`src/qrsd_pkg.sv`:
```
`default_nettype none
package qrsd_pkg;

  localparam int WINDOW_MAX_DEF = 128;
  localparam int FIFO_DEPTH = 4;
  localparam int RATE_W = 11;
  localparam logic [RATE_W-1:0] RATE_RESET = 11'd250;

  localparam logic [39:0] MAX40 = 40'hFF_FFFF_FFFF;
  localparam logic [39:0] THR_FLOOR = 40'd256;
  localparam logic signed [10:0] DC_GAIN = 11'sd655;
  localparam logic signed [14:0] LP_GAIN = 15'sd13107;
  localparam logic [3:0] WIN_NUM = 4'd15;
  // floor(v/100) == (v*5243)>>19 for every v below 30706
  localparam logic [12:0] RECIP_100 = 13'd5243;
  localparam int RECIP_SHIFT = 19;
  localparam logic [9:0] MS_PER_S = 10'd1000;
  localparam logic [9:0] BPM_SCALE = 10'd600;
  localparam logic [15:0] QRS_DEFAULT_MS = 16'd100;
  localparam logic [15:0] MAX16 = 16'hFFFF;

  typedef struct packed {
    logic signed [25:0] filtered;
    logic [39:0]        integrated;
  } front_word_t;

  typedef struct packed {
    logic        valid;
    front_word_t word;
  } fifo_head_t;

  typedef enum logic [3:0] {
    F_IDLE, F_DC, F_DCU, F_LP, F_LPU, F_SQ, F_WIN, F_DIV, F_PUSH
  } front_state_t;

  typedef enum logic [3:0] {
    B_IDLE, B_EVAL, B_SEED, B_WMUL, B_WSTART, B_WWAIT, B_RR, B_RWAIT,
    B_BWAIT, B_UPD, B_THR, B_FINISH, B_OUT
  } back_state_t;

  function automatic logic [39:0] make_threshold(input logic [39:0] noise,
                                                 input logic [39:0] sig);
    logic signed [41:0] diff;
    logic signed [41:0] t;
    begin
      diff = $signed({2'b00, sig}) - $signed({2'b00, noise});
      t = $signed({2'b00, noise}) + (diff >>> 2);
      if (t < $signed({2'b00, THR_FLOOR})) begin
        make_threshold = THR_FLOOR;
      end else if (t > $signed({2'b00, MAX40})) begin
        make_threshold = MAX40;
      end else begin
        make_threshold = t[39:0];
      end
    end
  endfunction

  // (p + 7*level) / 8
  function automatic logic [39:0] level_update(input logic [39:0] p,
                                               input logic [39:0] level);
    logic [43:0] s;
    begin
      s = {4'b0, p} + {1'b0, level, 3'b000} - {4'b0, level};
      level_update = s[42:3];
    end
  endfunction

endpackage
`default_nettype wire

```
`src/qrsd_if.sv`:
```
`default_nettype none


interface qrsd_result_if;
  logic               valid;
  logic               ready;
  logic signed [25:0] filtered;
  logic [39:0]        integrated;
  logic [39:0]        threshold;
  logic               r_peak;
  logic [31:0]        beat_index;
  logic [15:0]        qrs_ms;
  logic [15:0]        rr_ms;
  logic [19:0]        bpm_tenths;
  modport source (output valid, output filtered, output integrated, output threshold,
                  output r_peak, output beat_index, output qrs_ms, output rr_ms,
                  output bpm_tenths, input ready);
  modport sink (input valid, input filtered, input integrated, input threshold,
                input r_peak, input beat_index, input qrs_ms, input rr_ms,
                input bpm_tenths, output ready);
endinterface
`default_nettype wire

```
`src/qrsd_div.sv`:
```
`default_nettype none
module qrsd_div #(
  parameter int NW = 52,
  parameter int DW = 32
) (
  input  wire logic          clk,
  input  wire logic          rst,
  input  wire logic          start,
  input  wire logic [NW-1:0] num,
  input  wire logic [DW-1:0] den,
  output logic               done,
  output logic [NW-1:0]      quo
);
  localparam int CW = $clog2(NW + 1);

  logic [DW-1:0] rem;
  logic [DW-1:0] den_q;
  logic [CW-1:0] cnt;
  logic          busy;
  logic [DW:0]   trial;

  // one quotient bit per cycle, restoring
  assign trial = {rem, quo[NW-1]};

  always_ff @(posedge clk) begin
    if (rst) begin
      busy <= 1'b0;
      done <= 1'b0;
      cnt  <= '0;
    end else begin
      done <= 1'b0;
      if (start) begin
        quo   <= num;
        den_q <= den;
        rem   <= '0;
        cnt   <= CW'(NW);
        busy  <= 1'b1;
      end else if (busy) begin
        if (trial >= {1'b0, den_q}) begin
          rem <= DW'(trial - {1'b0, den_q});
          quo <= {quo[NW-2:0], 1'b1};
        end else begin
          rem <= trial[DW-1:0];
          quo <= {quo[NW-2:0], 1'b0};
        end
        cnt <= cnt - 1'b1;
        if (cnt == CW'(1)) begin
          busy <= 1'b0;
          done <= 1'b1;
        end
      end
    end
  end
endmodule
`default_nettype wire

```
`src/qrsd_back.sv`:
```
`default_nettype none
module qrsd_back (
  input  wire logic                        clk,
  input  wire logic                        rst,
  input  wire logic [qrsd_pkg::RATE_W-1:0] rate,
  input  wire qrsd_pkg::fifo_head_t        head,
  output logic                             pop,
  qrsd_result_if.source                    result_ch
);
  qrsd_pkg::back_state_t state, state_next;

  logic        warmed;
  logic [51:0] wt;
  logic [39:0] whigh;
  logic [31:0] count;
  logic [39:0] noise;
  logic [39:0] sig;
  logic [39:0] thr;
  logic        above_half;
  logic [31:0] half_start;
  logic [31:0] last_w;
  logic        have_peak;
  logic [31:0] last_peak;
  logic [39:0] d1;
  logic [39:0] d2;

  qrsd_pkg::front_word_t cur;
  logic        r_peak;
  logic [31:0] r_idx;
  logic [15:0] wms;
  logic [15:0] rrms;
  logic [19:0] bpm;
  logic [31:0] rr;
  logic [41:0] wprod;
  logic [41:0] rrprod;
  logic [20:0] bprod;

  logic [10:0] rdiv;
  logic [51:0] wt_sum;
  logic [39:0] half;
  logic        is_peak;
  logic [31:0] peak_idx;
  logic        outside;
  logic        div_start;
  logic [51:0] div_num;
  logic [31:0] div_den;
  logic        div_done;
  logic [51:0] div_q;
  logic [15:0] q16;

  always_comb begin
    rdiv     = (rate == '0) ? 11'd1 : rate;
    wt_sum   = wt + 52'(cur.integrated);
    half     = thr >> 1;
    is_peak  = (d1 > d2) && (d1 >= cur.integrated);
    peak_idx = count - 1'b1;
    outside  = !have_peak || ((peak_idx - last_peak) > 32'(rate >> 2));
    q16      = (|div_q[51:16]) ? qrsd_pkg::MAX16 : div_q[15:0];
  end

  // divider operands by step
  always_comb begin
    div_start = 1'b0;
    div_num   = '0;
    div_den   = 32'(rdiv);
    case (state)
      qrsd_pkg::B_EVAL: begin
        div_start = !warmed && (count >= 32'(rate));
        div_num   = wt_sum;
      end
      qrsd_pkg::B_WSTART: begin
        div_start = wprod > 42'(rdiv);
        div_num   = 52'(wprod);
      end
      qrsd_pkg::B_RR: begin
        div_start = have_peak;
        div_num   = 52'(rrprod);
      end
      qrsd_pkg::B_RWAIT: begin
        div_start = div_done && (rrprod > 42'(rdiv));
        div_num   = 52'(bprod);
        div_den   = rr;
      end
      default: ;
    endcase
  end

  assign pop = (state == qrsd_pkg::B_IDLE) && head.valid;

  always_comb begin
    state_next = state;
    case (state)
      qrsd_pkg::B_IDLE:   if (head.valid) state_next = qrsd_pkg::B_EVAL;
      qrsd_pkg::B_EVAL: begin
        if (!warmed) begin
          state_next = (count >= 32'(rate)) ? qrsd_pkg::B_SEED : qrsd_pkg::B_FINISH;
        end else if (is_peak) begin
          state_next = (d1 > thr && outside) ? qrsd_pkg::B_WMUL : qrsd_pkg::B_THR;
        end else begin
          state_next = qrsd_pkg::B_FINISH;
        end
      end
      qrsd_pkg::B_SEED:   if (div_done) state_next = qrsd_pkg::B_THR;
      qrsd_pkg::B_WMUL:   state_next = qrsd_pkg::B_WSTART;
      qrsd_pkg::B_WSTART: state_next = div_start ? qrsd_pkg::B_WWAIT : qrsd_pkg::B_RR;
      qrsd_pkg::B_WWAIT:  if (div_done) state_next = qrsd_pkg::B_RR;
      qrsd_pkg::B_RR:     state_next = have_peak ? qrsd_pkg::B_RWAIT : qrsd_pkg::B_UPD;
      qrsd_pkg::B_RWAIT: begin
        if (div_done) begin
          state_next = div_start ? qrsd_pkg::B_BWAIT : qrsd_pkg::B_UPD;
        end
      end
      qrsd_pkg::B_BWAIT:  if (div_done) state_next = qrsd_pkg::B_UPD;
      qrsd_pkg::B_UPD:    state_next = qrsd_pkg::B_THR;
      qrsd_pkg::B_THR:    state_next = qrsd_pkg::B_FINISH;
      qrsd_pkg::B_FINISH: state_next = qrsd_pkg::B_OUT;
      qrsd_pkg::B_OUT: begin
        if (!result_ch.valid || result_ch.ready) state_next = qrsd_pkg::B_IDLE;
      end
      default:            state_next = qrsd_pkg::B_IDLE;
    endcase
  end

  always_ff @(posedge clk) begin
    if (rst) begin
      state           <= qrsd_pkg::B_IDLE;
      warmed          <= 1'b0;
      wt              <= '0;
      whigh           <= '0;
      count           <= '0;
      noise           <= '0;
      sig             <= '0;
      thr             <= qrsd_pkg::THR_FLOOR;
      above_half      <= 1'b0;
      half_start      <= '0;
      last_w          <= '0;
      have_peak       <= 1'b0;
      last_peak       <= '0;
      d1              <= '0;
      d2              <= '0;
      result_ch.valid <= 1'b0;
    end else begin
      state <= state_next;
      if (result_ch.valid && result_ch.ready && state != qrsd_pkg::B_OUT) begin
        result_ch.valid <= 1'b0;
      end
      case (state)
        qrsd_pkg::B_IDLE: begin
          if (head.valid) begin
            cur    <= head.word;
            r_peak <= 1'b0;
            r_idx  <= '0;
            wms    <= '0;
            rrms   <= '0;
            bpm    <= '0;
          end
        end
        qrsd_pkg::B_EVAL: begin
          if (!warmed) begin
            wt <= wt_sum;
            if (cur.integrated > whigh) whigh <= cur.integrated;
          end else begin
            // half-threshold crossing tracks QRS width
            if (!above_half && cur.integrated > half) begin
              above_half <= 1'b1;
              half_start <= count;
            end else if (above_half && cur.integrated <= half) begin
              last_w     <= count - half_start;
              above_half <= 1'b0;
            end
            if (is_peak) begin
              if (d1 > thr && outside) begin
                r_peak <= 1'b1;
                r_idx  <= peak_idx;
                rr     <= peak_idx - last_peak;
              end else begin
                noise <= qrsd_pkg::level_update(d1, noise);
              end
            end
          end
        end
        qrsd_pkg::B_SEED: begin
          if (div_done) begin
            noise  <= (|div_q[51:40]) ? qrsd_pkg::MAX40 : div_q[39:0];
            sig    <= whigh >> 1;
            warmed <= 1'b1;
          end
        end
        qrsd_pkg::B_WMUL: begin
          wprod  <= 42'(last_w) * 42'(qrsd_pkg::MS_PER_S);
          rrprod <= 42'(rr) * 42'(qrsd_pkg::MS_PER_S);
          bprod  <= 21'(rdiv) * 21'(qrsd_pkg::BPM_SCALE);
        end
        qrsd_pkg::B_WSTART: if (!div_start) wms <= qrsd_pkg::QRS_DEFAULT_MS;
        qrsd_pkg::B_WWAIT:  if (div_done) wms <= q16;
        qrsd_pkg::B_RWAIT:  if (div_done) rrms <= q16;
        qrsd_pkg::B_BWAIT:  if (div_done) bpm <= div_q[19:0];
        qrsd_pkg::B_UPD: begin
          last_peak <= r_idx;
          have_peak <= 1'b1;
          sig       <= qrsd_pkg::level_update(d1, sig);
        end
        qrsd_pkg::B_THR:    thr <= qrsd_pkg::make_threshold(noise, sig);
        qrsd_pkg::B_FINISH: begin
          d2    <= d1;
          d1    <= cur.integrated;
          count <= count + 1'b1;
        end
        qrsd_pkg::B_OUT: begin
          if (!result_ch.valid || result_ch.ready) begin
            result_ch.valid      <= 1'b1;
            result_ch.filtered   <= cur.filtered;
            result_ch.integrated <= cur.integrated;
            result_ch.threshold  <= thr;
            result_ch.r_peak     <= r_peak;
            result_ch.beat_index <= r_idx;
            result_ch.qrs_ms     <= wms;
            result_ch.rr_ms      <= rrms;
            result_ch.bpm_tenths <= bpm;
          end
        end
        default: ;
      endcase
    end
  end

  qrsd_div #(.NW(52), .DW(32)) u_div (
    .clk   (clk),
    .rst   (rst),
    .start (div_start),
    .num   (div_num),
    .den   (div_den),
    .done  (div_done),
    .quo   (div_q)
  );
endmodule
`default_nettype wire

```
`src/flat_wrapper.sv`:
```
// flat-port wrapper written by rule: the top's interface ports become plain ports
module qrsd_back_flat 
  (clk, rst, rate, head, pop, result_ch_valid, result_ch_filtered, result_ch_integrated, result_ch_threshold, result_ch_r_peak, result_ch_beat_index, result_ch_qrs_ms, result_ch_rr_ms, result_ch_bpm_tenths, result_ch_ready);
  qrsd_result_if result_ch_i ();
  input  wire logic clk;
  input  wire logic rst;
  input  wire logic [qrsd_pkg::RATE_W-1:0] rate;
  input  wire qrsd_pkg::fifo_head_t head;
  output logic pop;
  output wire logic [$bits(result_ch_i.valid)-1:0] result_ch_valid;
  output wire logic [$bits(result_ch_i.filtered)-1:0] result_ch_filtered;
  output wire logic [$bits(result_ch_i.integrated)-1:0] result_ch_integrated;
  output wire logic [$bits(result_ch_i.threshold)-1:0] result_ch_threshold;
  output wire logic [$bits(result_ch_i.r_peak)-1:0] result_ch_r_peak;
  output wire logic [$bits(result_ch_i.beat_index)-1:0] result_ch_beat_index;
  output wire logic [$bits(result_ch_i.qrs_ms)-1:0] result_ch_qrs_ms;
  output wire logic [$bits(result_ch_i.rr_ms)-1:0] result_ch_rr_ms;
  output wire logic [$bits(result_ch_i.bpm_tenths)-1:0] result_ch_bpm_tenths;
  input wire logic [$bits(result_ch_i.ready)-1:0] result_ch_ready;
  assign result_ch_valid = result_ch_i.valid;
  assign result_ch_filtered = result_ch_i.filtered;
  assign result_ch_integrated = result_ch_i.integrated;
  assign result_ch_threshold = result_ch_i.threshold;
  assign result_ch_r_peak = result_ch_i.r_peak;
  assign result_ch_beat_index = result_ch_i.beat_index;
  assign result_ch_qrs_ms = result_ch_i.qrs_ms;
  assign result_ch_rr_ms = result_ch_i.rr_ms;
  assign result_ch_bpm_tenths = result_ch_i.bpm_tenths;
  assign result_ch_i.ready = result_ch_ready;
  qrsd_back u_core (.clk(clk), .rst(rst), .rate(rate), .head(head), .pop(pop), .result_ch(result_ch_i));
endmodule
```
`config.mk`:
```
export PLATFORM = sky130hd
export DESIGN_NAME = qrsd_back_flat
export DESIGN_NICKNAME = d
export VERILOG_FILES = /design/src/qrsd_pkg.sv /design/src/qrsd_if.sv /design/src/qrsd_div.sv /design/src/qrsd_back.sv /design/src/flat_wrapper.sv
export SDC_FILE = /design/constraint.sdc
export NUM_CORES = 2
export LEC_CHECK = 0
export BUFFER_PORTS_ARGS = -buffer_cell sky130_fd_sc_hd__buf_4
export CAP_MARGIN = 0
export CORE_ASPECT_RATIO = 1.25
export CORE_MARGIN = 5
export CORE_UTILIZATION = 30
export DETAILED_ROUTE_END_ITERATION = 8
export GPL_TIMING_DRIVEN = 1
export SYNTH_ARGS = -nofsm -noshare
export SYNTH_HDL_FRONTEND = slang
export SYNTH_HIERARCHICAL = 1
export SYNTH_SLANG_ARGS = --single-unit
```
`constraint.sdc`:
```
create_clock -name clk -period 28.2 [get_ports clk]
set_input_delay 1.41 -clock clk [delete_from_list [all_inputs] [get_ports clk]]
set_output_delay 1.41 -clock clk [all_outputs]
set_load 0.005 [all_outputs]
```
==> impl_metrics.py <==
metrics = {
    "sta": {
        "min_period_ns": 7.40,
        "tightest_slew_ns": 1.34,
        "fin_skew_ns": 0.0581,
        "finalHoldViolations": 0,
        "setup-violations-final": 0,
        "period_share_pct": 26.2,
        "report.final.slew_viol_count": 0,
        "max_freq_mhz": 135,
        "whs_ns": 0.417,
        "setup_tns_ns": 0,
        "fin_ws_ns": 20.80,
        "relSlewSlack_pct": 9.71,
        "rsz0062_at_grt": "no",
    },
    "finish": {
        "drive_above_1_share_pct": 9.06,
        "post-route-cell-area_um2": 80500,
        "area_growth_pct": 13.4,
        "fin_nets": 8659,
    },
    "place": {
        "port_buffers": 273,
        "post_dp_cell_area_um2": 76600,
        "dp_slack_ns": 20.84,
        "place_congestion": 0.906,
        "dp_hpwl_um": 170000,
    },
    "global_routing": {
        "overflow": 0,
        "grt_max_degree": 110,
        "grt_pass1_vias": 54400,
        "track_usage_pct": 16.8,
        "grt_pass1_wl_um": 325000,
        "antenna_found_initial": 10,
    },
    "pwr": {
        "p_int_mw": 3.55,
        "totalPowerFinal_mw": 5.76,
        "ir_drop_mv": 0.0596,
        "sequentialPowerShare_pct": 31.9,
        "p_per_area_nw_per_um2": 71.5,
        "p_switching_mw": 2.21,
        "power_frac_comb_pct": 40.8,
        "pwr-share-clk_pct": 27.4,
        "swShare_pct": 38.3,
        "p_leak_nw": 33.1,
    },
    "setup_path": {
        "critPathBufInv": 1,
        "cp_slowest_cell": "o311a_1",
        "worstPathMaxFanout": 19,
        "cp_top_family": "compound AO/OA/AOI/OAI gates",
        "worst-endpoint-required_ns": 28.85,
        "cp.arrival_ns": 8.05,
        "path_common_cell": "o21a_1",
        "cp-start-kind": "flop",
        "slowest_delay_ns": 0.81,
        "end_kind": "flop",
        "path_class": "flop to flop",
    },
    "routing": {
        "wl_um": 214000,
        "top_layer_used": "met5",
        "drtAntennaViolNets": 0,
        "wl_met2_um": 107000,
        "wl_per_cell_um": 20.0,
        "first_iter_violations": 3322,
        "met1_length_um": 86900,
        "drcViolationCount": 0,
        "vias_per_cell": 5.02,
        "wl_met3_um": 9160,
        "via_count": 53800,
        "firstDrtPassIters": 5,
    },
    "yosys": {
        "synth_edf_count": 586,
        "yosysTopAreaCell": "edfxtp_1",
        "ys_seq_area_share_pct": 37.1,
        "synthTopCellsByCount": "756 x ha_1, 736 x nand2_1, 735 x inv_1, 620 x a21oi_1, 586 x edfxtp_1",
        "ys_top_cells_by_area": "edfxtp_1 25%, ha_1 13%, dfxtp_1 12%",
        "yosysMostFrequentCell": "ha_1",
        "avgSynthCellArea_um2": 9.74,
        "syn_nets": 8456,
        "yosysWarnings": 6,
        "syn_area_um2": 71000,
        "synth_seq_cells": 1022,
        "syn_inst": 7291,
        "async_flop_share_pct": 0,
        "synthFlopType": "edfxtp_1",
        "yosys.cell_types.count": 103,
        "synth_top_area_share_pct": 24.8,
    },
    "clock_tree": {
        "cts_resized": 0,
        "post_cts_buffers": 0,
        "clock-root-buffer": "clkbuf_16",
        "clk_pin_slew_ns": 0.07,
        "cts-buffers-inserted": 109,
        "hold_buffers": 0,
        "worstSkewPairLatency_ns": 0.76,
        "htreeDepth": 3,
        "max-clock-path-buffers": 3,
        "cts_tree": "done",
        "clock_sinks": 1022,
    },
    "floorplan": {
        "dieArea_um2": 247000,
        "dieWidth_um": 445,
        "core_area_um2": 235000,
        "die_h_um": 554,
        "initial_core_util_pct": 30.2,
        "rows": 199,
        "io_pins": 274,
    },
    "flow_run": {
        "cap_violations": 0,
    },
    "hold_path": {
        "hold_path.class": "flop to flop",
    },
    "run_status": {
        "status": "finished, final reports clean",
    },
}
## cell usage in the layout (no fill, tap or decap), drive strengths merged, types with 20 or more instances in the layout
cell type	count
clkbuf	131
nand2	736
nor3	93
clkinv	37
nor4	50
o21ai	276
mux2i	73
a311oi	34
edfxtp	586
buf	342
nand2b	91
a211oi	36
o221ai	21
o21a	61
xor2	154
o211ai	23
and3	71
a22oi	23
a221oi	25
and2	72
xnor2	257
inv	744
or2	38
o31ai	24
nor2	503
dfxtp	436
bufinv	20
nand4	100
a31oi	49
nor2b	109
a221o	24
a21oi	627
fa	328
nand3	97
a21o	197
ha	756
or3	41
o21bai	46
mux2	53
## sequential cells by signal, indices dropped and copies added (netlist names), 39 cells and up
| name | count |
|---|---|
| u_core/cur | 66 |
| u_core/d1 | 40 |
| u_core/d2 | 40 |
| u_core/noise | 40 |
| u_core/result_ch.integrated | 40 |
| u_core/result_ch.threshold | 40 |
| u_core/rrprod | 39 |
| u_core/sig | 40 |
| u_core/thr | 40 |
| u_core/u_div/quo | 52 |
| u_core/whigh | 40 |
| u_core/wprod | 39 |
| u_core/wt | 52 |
## layout make-up
cell class,instances,area [um2]
Antenna cell,5,12.5
Clock buffer,131,2880
Clock inverter,76,1050
Tap cell,3115,3900
Timing Repair Buffer,342,2590
Inverter,735,2760
Multi-Input combinational cell,5284,41000
Sequential cell,1022,26300
Fill cell,23700,155000
## kinds of logic after synthesis
kind of cell / share of synthesized area, %
simple gates: 13.6
compound gates: 14.4
fa+ha+maj: 22.6
flops: 37.1
buf+inv: 5.35
xor+xnor: 5.08
mux: 1.87
## layer usage
metal,track usage [%],vias up
li1,-,26000
met4,7.69,6
met1,19.8,26100
met2,30.4,1285
met5,0,-
met3,2.22,370
## final timing paths
kind,endpoint,cells after the start,start,slack (ns)
max,u_core/thr[0]$_SDFFE_PP0P_,30,u_core/noise[2]$_SDFFE_PP0P_,20.80
max reg2reg,u_core/thr[0]$_SDFFE_PP0P_,30,u_core/noise[2]$_SDFFE_PP0P_,20.80
min,u_core/result_ch.rr_ms[8]$_DFFE_PP_,0,u_core/rrms[8]$_SDFFCE_PN0P_,0.42
min reg2reg,u_core/result_ch.rr_ms[8]$_DFFE_PP_,0,u_core/rrms[8]$_SDFFCE_PN0P_,0.42
## worst register-to-register path, delay by kind of cell, from the launching register on
kind | cells | cell delay (ns)
xor gates and xnor gates | 2 | 0.51
adders and majority gates | 2 | 0.66
DFF | 1 | 0.35
buffers and inverters | 1 | 0.11
AOI/OAI and AO/OA | 20 | 4.68
and+or+nand+nor | 5 | 1.01
## through the flow
stage / std cells / utilization (%)
after CTS: 10700 / 34.2
final: 10700 / 34.2
after detailed placement: 10500 / 32.5
after global routing: 10700 / 34.2
after global placement: 10500 / 32.5
after floorplan: 7291 / -
## power groups by stage
stage | sequential, mW | combinational [mW] | clock [mW]
5_1_grt | 1.85 | 2.59 | 1.68
4_1_cts | 1.84 | 2.34 | 1.62
2_1_floorplan | 1.81 | 1.75 | 0
3_3_place_gp | 1.87 | 2.30 | 0
3_5_place_dp | 1.87 | 2.31 | 0
6_report | 1.84 | 2.35 | 1.58
Note: power is estimated with default switching activity, not from simulation.
