==> src/qrsd_pkg.sv <==
`default_nettype none
package qrsd_pkg;

  localparam int WINDOW_MAX_DEF = 128;
  localparam int FIFO_DEPTH = 4;
  localparam int RATE_W = 11;
  localparam logic [RATE_W-1:0] RATE_RESET = 11'd250;

  localparam logic [39:0] MAX40 = 40'hFF_FFFF_FFFF;
  localparam logic [39:0] THR_FLOOR = 40'd256;
  localparam logic signed [10:0] DC_GAIN = 11'sd655;
  localparam logic signed [14:0] LP_GAIN = 15'sd13107;
  localparam logic [3:0] WIN_NUM = 4'd15;
  // floor(v/100) == (v*5243)>>19 for every v below 30706
  localparam logic [12:0] RECIP_100 = 13'd5243;
  localparam int RECIP_SHIFT = 19;
  localparam logic [9:0] MS_PER_S = 10'd1000;
  localparam logic [9:0] BPM_SCALE = 10'd600;
  localparam logic [15:0] QRS_DEFAULT_MS = 16'd100;
  localparam logic [15:0] MAX16 = 16'hFFFF;

  typedef struct packed {
    logic signed [25:0] filtered;
    logic [39:0]        integrated;
  } front_word_t;

  typedef struct packed {
    logic        valid;
    front_word_t word;
  } fifo_head_t;

  typedef enum logic [3:0] {
    F_IDLE, F_DC, F_DCU, F_LP, F_LPU, F_SQ, F_WIN, F_DIV, F_PUSH
  } front_state_t;

  typedef enum logic [3:0] {
    B_IDLE, B_EVAL, B_SEED, B_WMUL, B_WSTART, B_WWAIT, B_RR, B_RWAIT,
    B_BWAIT, B_UPD, B_THR, B_FINISH, B_OUT
  } back_state_t;

  function automatic logic [39:0] make_threshold(input logic [39:0] noise,
                                                 input logic [39:0] sig);
    logic signed [41:0] diff;
    logic signed [41:0] t;
    begin
      diff = $signed({2'b00, sig}) - $signed({2'b00, noise});
      t = $signed({2'b00, noise}) + (diff >>> 2);
      if (t < $signed({2'b00, THR_FLOOR})) begin
        make_threshold = THR_FLOOR;
      end else if (t > $signed({2'b00, MAX40})) begin
        make_threshold = MAX40;
      end else begin
        make_threshold = t[39:0];
      end
    end
  endfunction

  // (p + 7*level) / 8
  function automatic logic [39:0] level_update(input logic [39:0] p,
                                               input logic [39:0] level);
    logic [43:0] s;
    begin
      s = {4'b0, p} + {1'b0, level, 3'b000} - {4'b0, level};
      level_update = s[42:3];
    end
  endfunction

endpackage
`default_nettype wire

==> src/qrsd_fifo.sv <==
`default_nettype none
module qrsd_fifo (
  input  wire logic                  clk,
  input  wire logic                  rst,
  input  wire logic                  push,
  input  wire qrsd_pkg::front_word_t push_word,
  output logic                       full,
  input  wire logic                  pop,
  output qrsd_pkg::fifo_head_t       head
);
  localparam int D  = qrsd_pkg::FIFO_DEPTH;
  localparam int AW = (D > 1) ? $clog2(D) : 1;

  qrsd_pkg::front_word_t mem [D];
  logic [AW-1:0] wp;
  logic [AW-1:0] rp;
  logic [AW:0]   count;

  assign full = (count == (AW+1)'(D));
  assign head = '{valid: (count != '0), word: mem[rp]};

  always_ff @(posedge clk) begin
    if (push) begin
      mem[wp] <= push_word;
    end
  end

  always_ff @(posedge clk) begin
    if (rst) begin
      wp    <= '0;
      rp    <= '0;
      count <= '0;
    end else begin
      if (push) begin
        wp <= (wp == AW'(D - 1)) ? '0 : wp + 1'b1;
      end
      if (pop) begin
        rp <= (rp == AW'(D - 1)) ? '0 : rp + 1'b1;
      end
      count <= count + (AW+1)'(push) - (AW+1)'(pop);
    end
  end
endmodule
`default_nettype wire

==> config.mk <==
export PLATFORM = sky130hd
export DESIGN_NAME = qrsd_fifo
export DESIGN_NICKNAME = d
export VERILOG_FILES = /design/src/qrsd_pkg.sv /design/src/qrsd_fifo.sv
export SDC_FILE = /design/constraint.sdc
export NUM_CORES = 1
export LEC_CHECK = 0
export ABC_AREA = 1
export BUFFER_PORTS_ARGS = -buffer_cell sky130_fd_sc_hd__buf_2
export CAP_MARGIN = 20
export CELL_PAD_IN_SITES_DETAIL_PLACEMENT = 1
export CELL_PAD_IN_SITES_GLOBAL_PLACEMENT = 1
export CORE_MARGIN = 3
export CORE_UTILIZATION = 51
export DETAILED_ROUTE_END_ITERATION = 7
export GPL_ROUTABILITY_DRIVEN = 1
export HOLD_SLACK_MARGIN = 0.12
export PLACE_DENSITY = 0.88
export SYNTH_ARGS = -nofsm -noshare
export SYNTH_HDL_FRONTEND = slang
export SYNTH_SLANG_ARGS = --single-unit
==> constraint.sdc <==
create_clock -name clk -period 4.6 [get_ports clk]
set_clock_uncertainty 0.05 [all_clocks]
set_input_delay 0.92 -clock clk [delete_from_list [all_inputs] [get_ports clk]]
set_output_delay 0.92 -clock clk [all_outputs]
set_load 0.05 [all_outputs]
==> results.ini, run 1 <==
[routing]
drt-initial-drc-count = 346
drc = 0
drt-vias-per-instance = 5.29
drt-total-wl_um = 24400
first_pass_iters = 5
detail_route.wl_per_cell_um = 19.5
drtAntennaViolNets = 0
vias = 6605

[synthesis]
synth_top_cell_area_share_pct = 73.2
async_flop_share_pct = 0
syn-instance-count = 829
ys_warn_count = 0
synth-edff-count = 264
synth_commonest_cells = edfxtp_1, inv_1, nand2_1, a21oi_1, o211ai_1
avgSynthCellArea_um2 = 13.1
synthTopCellsByArea = edfxtp_1, inv_1, nand2_1, o211ai_1, a21oi_1
ys_seq_elements = 273
synth_top_flop_cell = edfxtp_1
yosys.area.top_type = edfxtp_1
synth_nets = 907
ys_types = 18
ys_seq_area_share_pct = 74.9
synth_most_common_cell = edfxtp_1
netlist_area_um2 = 10800

[flow_run]
max_cap_violations = 0

[sta]
fin_crit_sh_pct = 75.7
slew_viol_final = 0
tns_ns = 0
rsz0062_at_grt = no
finalHoldViolCount = 0
finalSetupViolations = 0
max_slew_margin_pct = 37.2
final.setup.worst_slack_ns = 1.12
fmax_mhz = 287
tightestPinTransition_ns = 0.941
fin_crit_ns = 3.48

[pwr]
ir_drop_uv = 354
powerDensity_nw_per_um2 = 465
leakage_uw = 0.00490

[cells_and_area]
multi_input_area_um2 = 1870
drive_gt1_share_pct = 19.2
nNetsFinal = 1038
final_cells = 1249
area_delta_synth_final_pct = 15.3
seq_area_um2 = 8120
final_cell_area_um2 = 12500
num-fill-cells = 2097

[floorplan]
placementRows = 52
fp.dieW_um = 152
fp.dieArea_um2 = 23000
fp.dieH_um = 152
boundaryPins = 138
core_area_um2 = 20600
start_util_pct = 52.7

[place]
io_buffers = 137
hpwl_um = 15400
dpl_cell_area_um2 = 11700
place_ws_ns = 1.66
post-place-cells = 1200
gp_congestion = 0.700

[worst_setup_path]
cp-end-kind = output port
path_class = flip-flop to output port
critPathArrivalTime_ns = 2.51
startpoint_type = flip-flop
critPathMaxFanout = 140
cp_cell_sequence = buf_12, o211ai_1, nand2_1, buf_2
cp_slowest_cell = dfxtp_4
worst-endpoint-required_ns = 3.63
cpPeakStageDelay_ns = 0.76

[cts]
ctsHtreeMaxLevel = 1
postCtsSetupBuffers = 0
cts_root_buffer = clkbuf_16
clk_latency_ns = 0.52
cts_buffers = 28
cts_buffer_depth = 3
cts_tree = built
clkTransAtPathRegs_ns = 0.06
clock-sinks = 273
ctsResizeCount = 0
cts_hold_repair.buffers = 0

[worst_hold_path]
min-delay-path-class = flip-flop to flip-flop

[run_status]
outcome = finished, final reports clean

[grt]
grtUsageTotal_pct = 20.8
grt_pass1_wl_um = 36700
grt_pass1_vias = 7019
antenna_found_initial = 2
grt_max_degree = 141
grt_overflow = 0

sequential cells by signal, indices dropped and copies added, names as in the netlist, named ones only:
name / count
count: 3
mem: 264
rp: 2
wp: 2
report_power, final:
part | internal [uW] | leakage [uW] | switching (uW) | total (uW)
sequential | 2860 | 0.00250 | 62.9 | 2920
clock | 1160 | 0.000395 | 862 | 2020
combinational | 190 | 0.00201 | 662 | 852
total | 4210 | 0.00490 | 1590 | 5800
layer usage:
layer	vias up	wire [um]	GRT usage [%]
met2	149	13100	39.4
met1	3280	9670	24.2
met3	40	1130	3.78
met4	2	474	5.57
met5	-	7	0
li1	3134	-	-
worst max-delay path: cells and delay by family (launching register included):
kind / cells / cell delay (ns)
flops: 1 / 0.76
compound gates: 1 / 0.21
buf+inv: 2 / 0.74
simple gates: 1 / 0.15
cell families after synthesis:
| group | after synthesis | synth area share, % |
|---|---|---|
| buffers and inverters | 192 | 7.79 |
| and+or+nand+nor | 153 | 5.34 |
| DFF | 273 | 74.9 |
| AOI/OAI and AO/OA | 202 | 10.9 |
| xor gates and xnor gates | 1 | 0.0809 |
| adders and majority gates | 8 | 0.994 |
final timing paths:
path	start	endpoint	slack (ns)	depth (start not counted)
max reg2reg	wp[0]	mem[0][14]	2.25	5
min reg2reg	rp[1]	flip-flop	0.52	2
max	flip-flop	head[60]	1.12	4
min	rp[1]	flip-flop	0.52	2
final cells by class:
type	instances	share of cell area [%]
Sequential cell	273	65.0
Multi-Input combinational cell	364	15.0
Clock buffer	41	6.26
Timing Repair Buffer	146	6.24
Inverter	147	4.46
Tap cell	270	2.71
Clock inverter	5	0.221
Antenna cell	3	0.0602
metrics by stage:
step           utilization [%]  power [uW]  hold slack, ns
5_1_grt                   60.7        6030           0.543
4_1_cts                   60.7        5860           0.527
3_3_place_gp              56.7        3780           0.472
2_1_floorplan                -        3580           0.418
3_5_place_dp              56.7        3830           0.521
6_report                  60.7        5800           0.520
layout by cell type (no fill, tap or decap), types with 2 or more instances in the layout:
cell         n
ha_1         7
dfxtp_1      7
inv_1      143
diode_2      3
o21ai_0     24
clkinv_2     7
buf_4        7
clkbuf_16   29
a21oi_1     68
dfxtp_4      2
buf_2      137
nor2_1       9
buf_12       2
o21ai_1     43
edfxtp_1   264
nand3_1      2
clkbuf_1    11
nand2_1    141
o211ai_1    66
(Power assumes the default switching activity.)
==> run 2, diff against run 1 <==
CORE_UTILIZATION = 47   (was 51)
PLACE_DENSITY = 0.82   (was 0.88)
clock period = 3.46 ns   (was 4.6 ns; I/O delays follow)
==> run 2 against run 1 <==
Net effect:
- sequential power grew 33%
- die area grew 8.2%
- register-to-register slack lost 0.83 ns
- utilization shrank 3.4 points
- routed wire length shrank 0.98%
- sequential share of layout area shrank 1.3 points
- sequential cell count is the same
- cell area grew 2.0%
- clock-buffer cell count shrank 4
- highest routed layer unchanged
==> results.ini, run 2 (synthesis gave the netlist of run 1 again) <==
[pwr]
ir_drop_uv = 425  ; +20%
comb_power_share_pct = 14.6  ; about the same
leakage_uw = 0.00501  ; +2.2%
internal_power_uw = 5830  ; +38%
pwr-share-clk_pct = 36.8  ; +1.9 points
p_seq_share_pct = 48.6  ; -1.8 points
powerDensity_nw_per_um2 = 627  ; +35%
swShare_pct = 27.0  ; -0.38 points
switching_power_uw = 2150  ; +36%

[grt]
antenna_found_initial = 4  ; +2
grt_pass1_wl_um = 37800  ; +3.0%
grtUsageTotal_pct = 19.4  ; -1.4 points
grt_max_degree = 71  ; -50%
grt_pass1_vias = 7147  ; +1.8%
grt_overflow = 0  ; unchanged

[routing]
first_pass_iters = 4  ; -1
drc = 0  ; unchanged
drtAntennaViolNets = 0  ; unchanged
drt-vias-per-instance = 5.23  ; -1.1%
drt-total-wl_um = 24100  ; -0.98%
drt-initial-drc-count = 374  ; +8.1%
detail_route.wl_per_cell_um = 19.0  ; -2.8%
vias = 6655  ; +0.76%

[cells_and_area]
largestRegisters = mem (264), count (3)
largest_register_ffs = 264  ; unchanged
final_core_util_pct = 57.3  ; -3.4 points
mostFrequentLayoutCell = edfxtp_1
final_cell_mix = edfxtp_1, inv_1, nand2_1
nNetsFinal = 1047  ; +0.87%
area_delta_synth_final_pct = 17.6
regMostFlops = mem
drive_gt1_share_pct = 20.0  ; +0.84 points

[cts]
cts_tree = built
clock-sinks = 273  ; unchanged
postCtsSetupBuffers = 0  ; unchanged
ctsHtreeMaxLevel = 1  ; unchanged
cts_root_buffer = clkbuf_16
clkTransAtPathRegs_ns = 0.06  ; about the same
cts_hold_repair.buffers = 0  ; unchanged
ctsResizeCount = 0  ; unchanged
cts_buffer_depth = 3  ; unchanged
cts_buffers = 29  ; +3.6%
clk_latency_ns = 0.52  ; about the same

[floorplan]
boundaryPins = 138  ; unchanged
fp.dieW_um = 158  ; +4.0%
start_util_pct = 48.7  ; -4.0 points
core_area_um2 = 22200  ; +8.1%
fp.dieArea_um2 = 24900  ; +8.2%
fp.dieH_um = 158  ; +4.0%
placementRows = 54  ; +3.8%

[sta]
tns_ns = 0  ; unchanged
rsz0062_at_grt = no
slew_viol_final = 0  ; unchanged
hold_slack_ns = 0.331  ; -0.189 ns
fmax_mhz = 326
fin_crit_sh_pct = 88.6
max_slew_margin_pct = 46.7  ; +9.6 points
tightestPinTransition_ns = 0.799  ; -0.143 ns
finalHoldViolCount = 0  ; unchanged
fin_crit_ns = 3.07
finalSetupViolations = 0  ; unchanged

[worst_setup_path]
critPathArrivalTime_ns = 2.32  ; -0.19 ns
path_class = flip-flop to output port
r2r-end = mem[0][4]
cp-end-kind = output port
reg2reg_from = wp[0]
rr_worst_depth = 5  ; unchanged
worst-endpoint-required_ns = 2.72  ; -0.91 ns
startpoint_type = flip-flop
critPathMaxFanout = 70  ; -50%
rrSetupSlack_ns = 1.42  ; -0.83 ns
cp-endpoint = head[38]

[place]
gp_congestion = 0.741  ; +5.9%
hpwl_um = 15200  ; -1.5%
io_buffers = 137  ; unchanged

[worst_hold_path]
min-delay-path-class = input port to flip-flop

[run_status]
outcome = finished, final reports clean

[flow_run]
max_cap_violations = 0  ; unchanged

==> run 2: worst min path at each step <==
stage / slack, ns / startpoint / endpoint / cells past startpoint
2_1_floorplan: 0.42 / rp[0] / flip-flop / 2
3_3_place_gp: 0.44 / rp[0] / flip-flop / 2
3_5_place_dp: 0.45 / rp[0] / flip-flop / 2
4_1_cts: 0.31 / push_word[6] / mem[2][6] / 1
5_1_grt: 0.31 / push_word[13] / mem[1][13] / 1
6_report: 0.33 / push_word[13] / mem[0][13] / 1
==> run 2: area by class of cell <==
| class | count | area, um^2 |
|---|---|---|
| Fill cell | 2206 | 9500 |
| Multi-Input combinational cell | 364 | 1870 |
| Sequential cell | 273 | 8120 |
| Clock inverter | 15 | 145 |
| Antenna cell | 3 | 7.51 |
| Tap cell | 280 | 350 |
| Inverter | 147 | 557 |
| Clock buffer | 37 | 756 |
| Timing Repair Buffer | 154 | 926 |
==> run 2: per-layer routing <==
| layer | vias to the layer above | GRT usage, % | part of all wire, % |
|---|---|---|---|
| li1 | 3161 | - | - |
| met1 | 3292 | 23.9 | 41 |
| met2 | 154 | 35.5 | 52 |
| met3 | 46 | 3.39 | 4.9 |
| met4 | 2 | 5.29 | 2.2 |
| met5 | - | 0 | 0.033 |
==> run 2: critical path: stages, from the launching register on <==
cell and delay [ns]:
dfxtp_4 0.87, buf_4 0.37, a21oi_1 0.11, o21ai_1 0.12, nand2_1 0.10, buf_2 0.22
==> run 2: power by group through the flow <==
stage,clock (uW),sequential [uW],combinational (uW)
2_1_floorplan,0,3900,860
3_3_place_gp,0,3930,1130
3_5_place_dp,0,3950,1170
4_1_cts,3010,3880,1180
5_1_grt,3150,3890,1260
6_report,2940,3880,1160
==> run 2: stage by stage <==
step                total power (uW)  setup WS [ns]  cells  instance area (um^2)
floorplan                       4760          0.799    829                 10800
global placement                5070           1.04   1218                 11800
detailed placement              5120          0.919   1218                 11800
CTS                             8070          0.357   1270                 12700
global route                    8300          0.226   1273                 12700
finish                          7980          0.393   1273                 12700
==> run 3, diff against run 2 <==
ABC_AREA = 0   (was 1)
CORE_UTILIZATION = 29   (was 47)
PLACE_DENSITY = 0.54   (was 0.82)
SKIP_LAST_GASP = 1   (was default)
==> run 3 against run 2 <==
Net effect:
- non-clock buffer count is 11 lower
- cell area shrank 4.1%
- critical endpoint is now head[54]
- total power decreased by 2.4%
==> results.ini, run 3 <==
[run_status]
outcome = finished, final reports clean

[cts]
clk_latency_ns = 0.53  ; about the same
cts_tree = built
cts_root_buffer = clkbuf_16
postCtsSetupBuffers = 0  ; unchanged
cts_buffers = 30  ; +3.4%
clkTransAtPathRegs_ns = 0.06  ; about the same
cts_buffer_depth = 3  ; unchanged
ctsResizeCount = 0  ; unchanged
cts_hold_repair.buffers = 0  ; unchanged
ctsHtreeMaxLevel = 1  ; unchanged
clock-sinks = 273  ; unchanged

[cells_and_area]
n_antenna_cell = 0  ; -3
final_core_util_pct = 36.2  ; -21 points
final_cell_mix = edfxtp_1, buf_2, mux4_2
largestRegisters = mem (264), count (3)
drive_gt1_share_pct = 46.2  ; +26 points
final_cells = 1020  ; -20%
largest_register_ffs = 264  ; unchanged
nNetsFinal = 626  ; -40%
area_delta_synth_final_pct = 22.4
regMostFlops = mem
mostFrequentLayoutCell = edfxtp_1

[pwr]
comb_power_share_pct = 12.4  ; -2.2 points
powerDensity_nw_per_um2 = 638  ; +1.7%
p_total_uw = 7790  ; -2.4%
pwr-share-clk_pct = 38.5  ; +1.7 points
swShare_pct = 25.0  ; -2.0 points
ir_drop_uv = 449  ; +5.8%
p_seq_share_pct = 49.1  ; +0.5 points
leakage_uw = 0.00409  ; -19%
switching_power_uw = 1950  ; -9.6%
internal_power_uw = 5840  ; +0.25%

[place]
io_buffers = 137  ; unchanged
gp_congestion = 0.641  ; -14%
post-place-cells = 964  ; -21%
hpwl_um = 12200  ; -20%

[sta]
fmax_mhz = 334  ; +2.4%
fin_crit_sh_pct = 86.6  ; -2.0 points
fin_crit_ns = 3.00  ; -0.0706 ns
tightestPinTransition_ns = 0.591  ; -0.207 ns
finalHoldViolCount = 0  ; unchanged
rsz0062_at_grt = no
hold_slack_ns = 0.316  ; -0.0156 ns
finalSetupViolations = 0  ; unchanged
slew_viol_final = 0  ; unchanged
max_slew_margin_pct = 60.6  ; +14 points
tns_ns = 0  ; unchanged

[routing]
detail_route.wl_per_cell_um = 20.5  ; +8.1%
vias = 4526  ; -32%
drc = 0  ; unchanged
drtAntennaViolNets = 0  ; unchanged
drt-initial-drc-count = 251  ; -33%
drt-vias-per-instance = 4.44  ; -15%
drt-total-wl_um = 20900  ; -13%
first_pass_iters = 4  ; unchanged

[synthesis]
ys_types = 20  ; +2
synth_top_cell_area_share_pct = 79.5  ; +6.3 points
ys_seq_elements = 273  ; unchanged
synth_nets = 465  ; -49%
synth_commonest_cells = edfxtp_1, mux4_2, dfxtp_1, ha_1, inv_1
synth_most_common_cell = edfxtp_1
ys_warn_count = 0  ; unchanged
ys_seq_area_share_pct = 81.3  ; +6.4 points
synth_top_flop_cell = edfxtp_1
synth-edff-count = 264  ; unchanged
synthTopCellsByArea = edfxtp_1, mux4_2, dfxtp_1, ha_1, buf_6
async_flop_share_pct = 0  ; unchanged
avgSynthCellArea_um2 = 25.8  ; +97%
syn-instance-count = 387  ; -53%
yosys.area.top_type = edfxtp_1
netlist_area_um2 = 9970  ; -7.9%

[floorplan]
boundaryPins = 138  ; unchanged
fp.dieArea_um2 = 36700  ; +47%
fp.dieW_um = 191  ; +21%
start_util_pct = 29.6  ; -19 points
fp.dieH_um = 191  ; +21%
placementRows = 67  ; +24%
core_area_um2 = 33700  ; +52%

[worst_setup_path]
critPathArrivalTime_ns = 2.25  ; -0.07 ns
worst-endpoint-required_ns = 2.72  ; about the same
critPathMaxFanout = 66  ; -5.7%
startpoint_type = flip-flop
r2r-end = mem[2][13]
cp-end-kind = output port
reg2reg_from = wp[0]
rrSetupSlack_ns = 1.60  ; +0.18 ns
path_class = flip-flop to output port
rr_worst_depth = 4  ; -1

[grt]
grt_max_degree = 67  ; -5.6%
grtUsageTotal_pct = 11.4  ; -8.1 points
grt_pass1_vias = 5120  ; -28%
grt_pass1_wl_um = 31500  ; -17%
antenna_found_initial = 2  ; -2
grt_overflow = 0  ; unchanged

[worst_hold_path]
hold_path_depth = 1  ; unchanged
holdPathEnd = mem[3][35]
min-delay-path-class = input port to flip-flop
worstHoldStart = push_word[35]

[flow_run]
max_cap_violations = 0  ; unchanged

==> run 3: changes by cell type after synthesis, sizes merged, moves of 4 or more <==
cell / change
inv: -141
nor2: -6
o211ai: -66
o21ai: -67
nand2: -141
and2: +4
a21oi: -67
buf: -33
mux4: +66
==> run 3: kinds of logic (layout without fill, tap and decap cells) <==
logic type	after synthesis	in the layout	share of synthesized area, %
DFF	273	273	81.3
muxes	68	68	15.1
buffers and inverters	20	205	1.27
and+or+nand+nor	15	15	0.916
adders and majority gates	8	8	1.08
AOI/OAI and AO/OA	2	2	0.100
xor gates and xnor gates	1	1	0.238
==> run 3: layout make-up <==
type	instances	area, um^2
Multi-Input combinational cell	94	1750
Fill cell	3300	21500
Inverter	6	22.5
Clock inverter	16	78.8
Timing Repair Buffer	143	806
Clock buffer	40	880
Sequential cell	273	8120
Tap cell	448	561
==> run 3: worst max path at each step <==
stage	endpoint	depth (start not counted)	slack, ns
5_1_grt	head[54]	3	0.31
6_report	head[54]	3	0.46
3_5_place_dp	head[54]	3	0.96
2_1_floorplan	mem[0][0]	1	0.74
3_3_place_gp	head[54]	3	0.96
4_1_cts	head[54]	3	0.36
==> run 3: per-stage QoR <==
step           area (um^2)  setup WS, ns
3_3_place_gp         11300         0.957
2_1_floorplan         9970         0.736
4_1_cts              12200         0.365
6_report             12200         0.464
5_1_grt              12200         0.308
3_5_place_dp         11300         0.957
==> run 3: worst max-delay path, cell delays in order, from the launching register on <==
cell,delay (ns)
dfxtp_4,0.35
buf_12,0.46
mux4_2,0.62
buf_2,0.24
==> run 3: power by group through the flow <==
stage	clock network, uW	registers (uW)	logic, uW
after CTS	3110	3820	992
after floorplan	0	3870	718
after detailed placement	0	3890	990
after global placement	0	3880	974
final	3000	3820	966
after global routing	3250	3830	1030
==> run 3: per-layer routing <==
metal	vias to the layer above	GRT usage [%]	part of all wire (%)
met5	-	0	0.11
met4	4	3.05	1.9
met3	32	2.68	5.0
met2	104	18.7	49
met1	2410	15.2	44
li1	1976	-	-
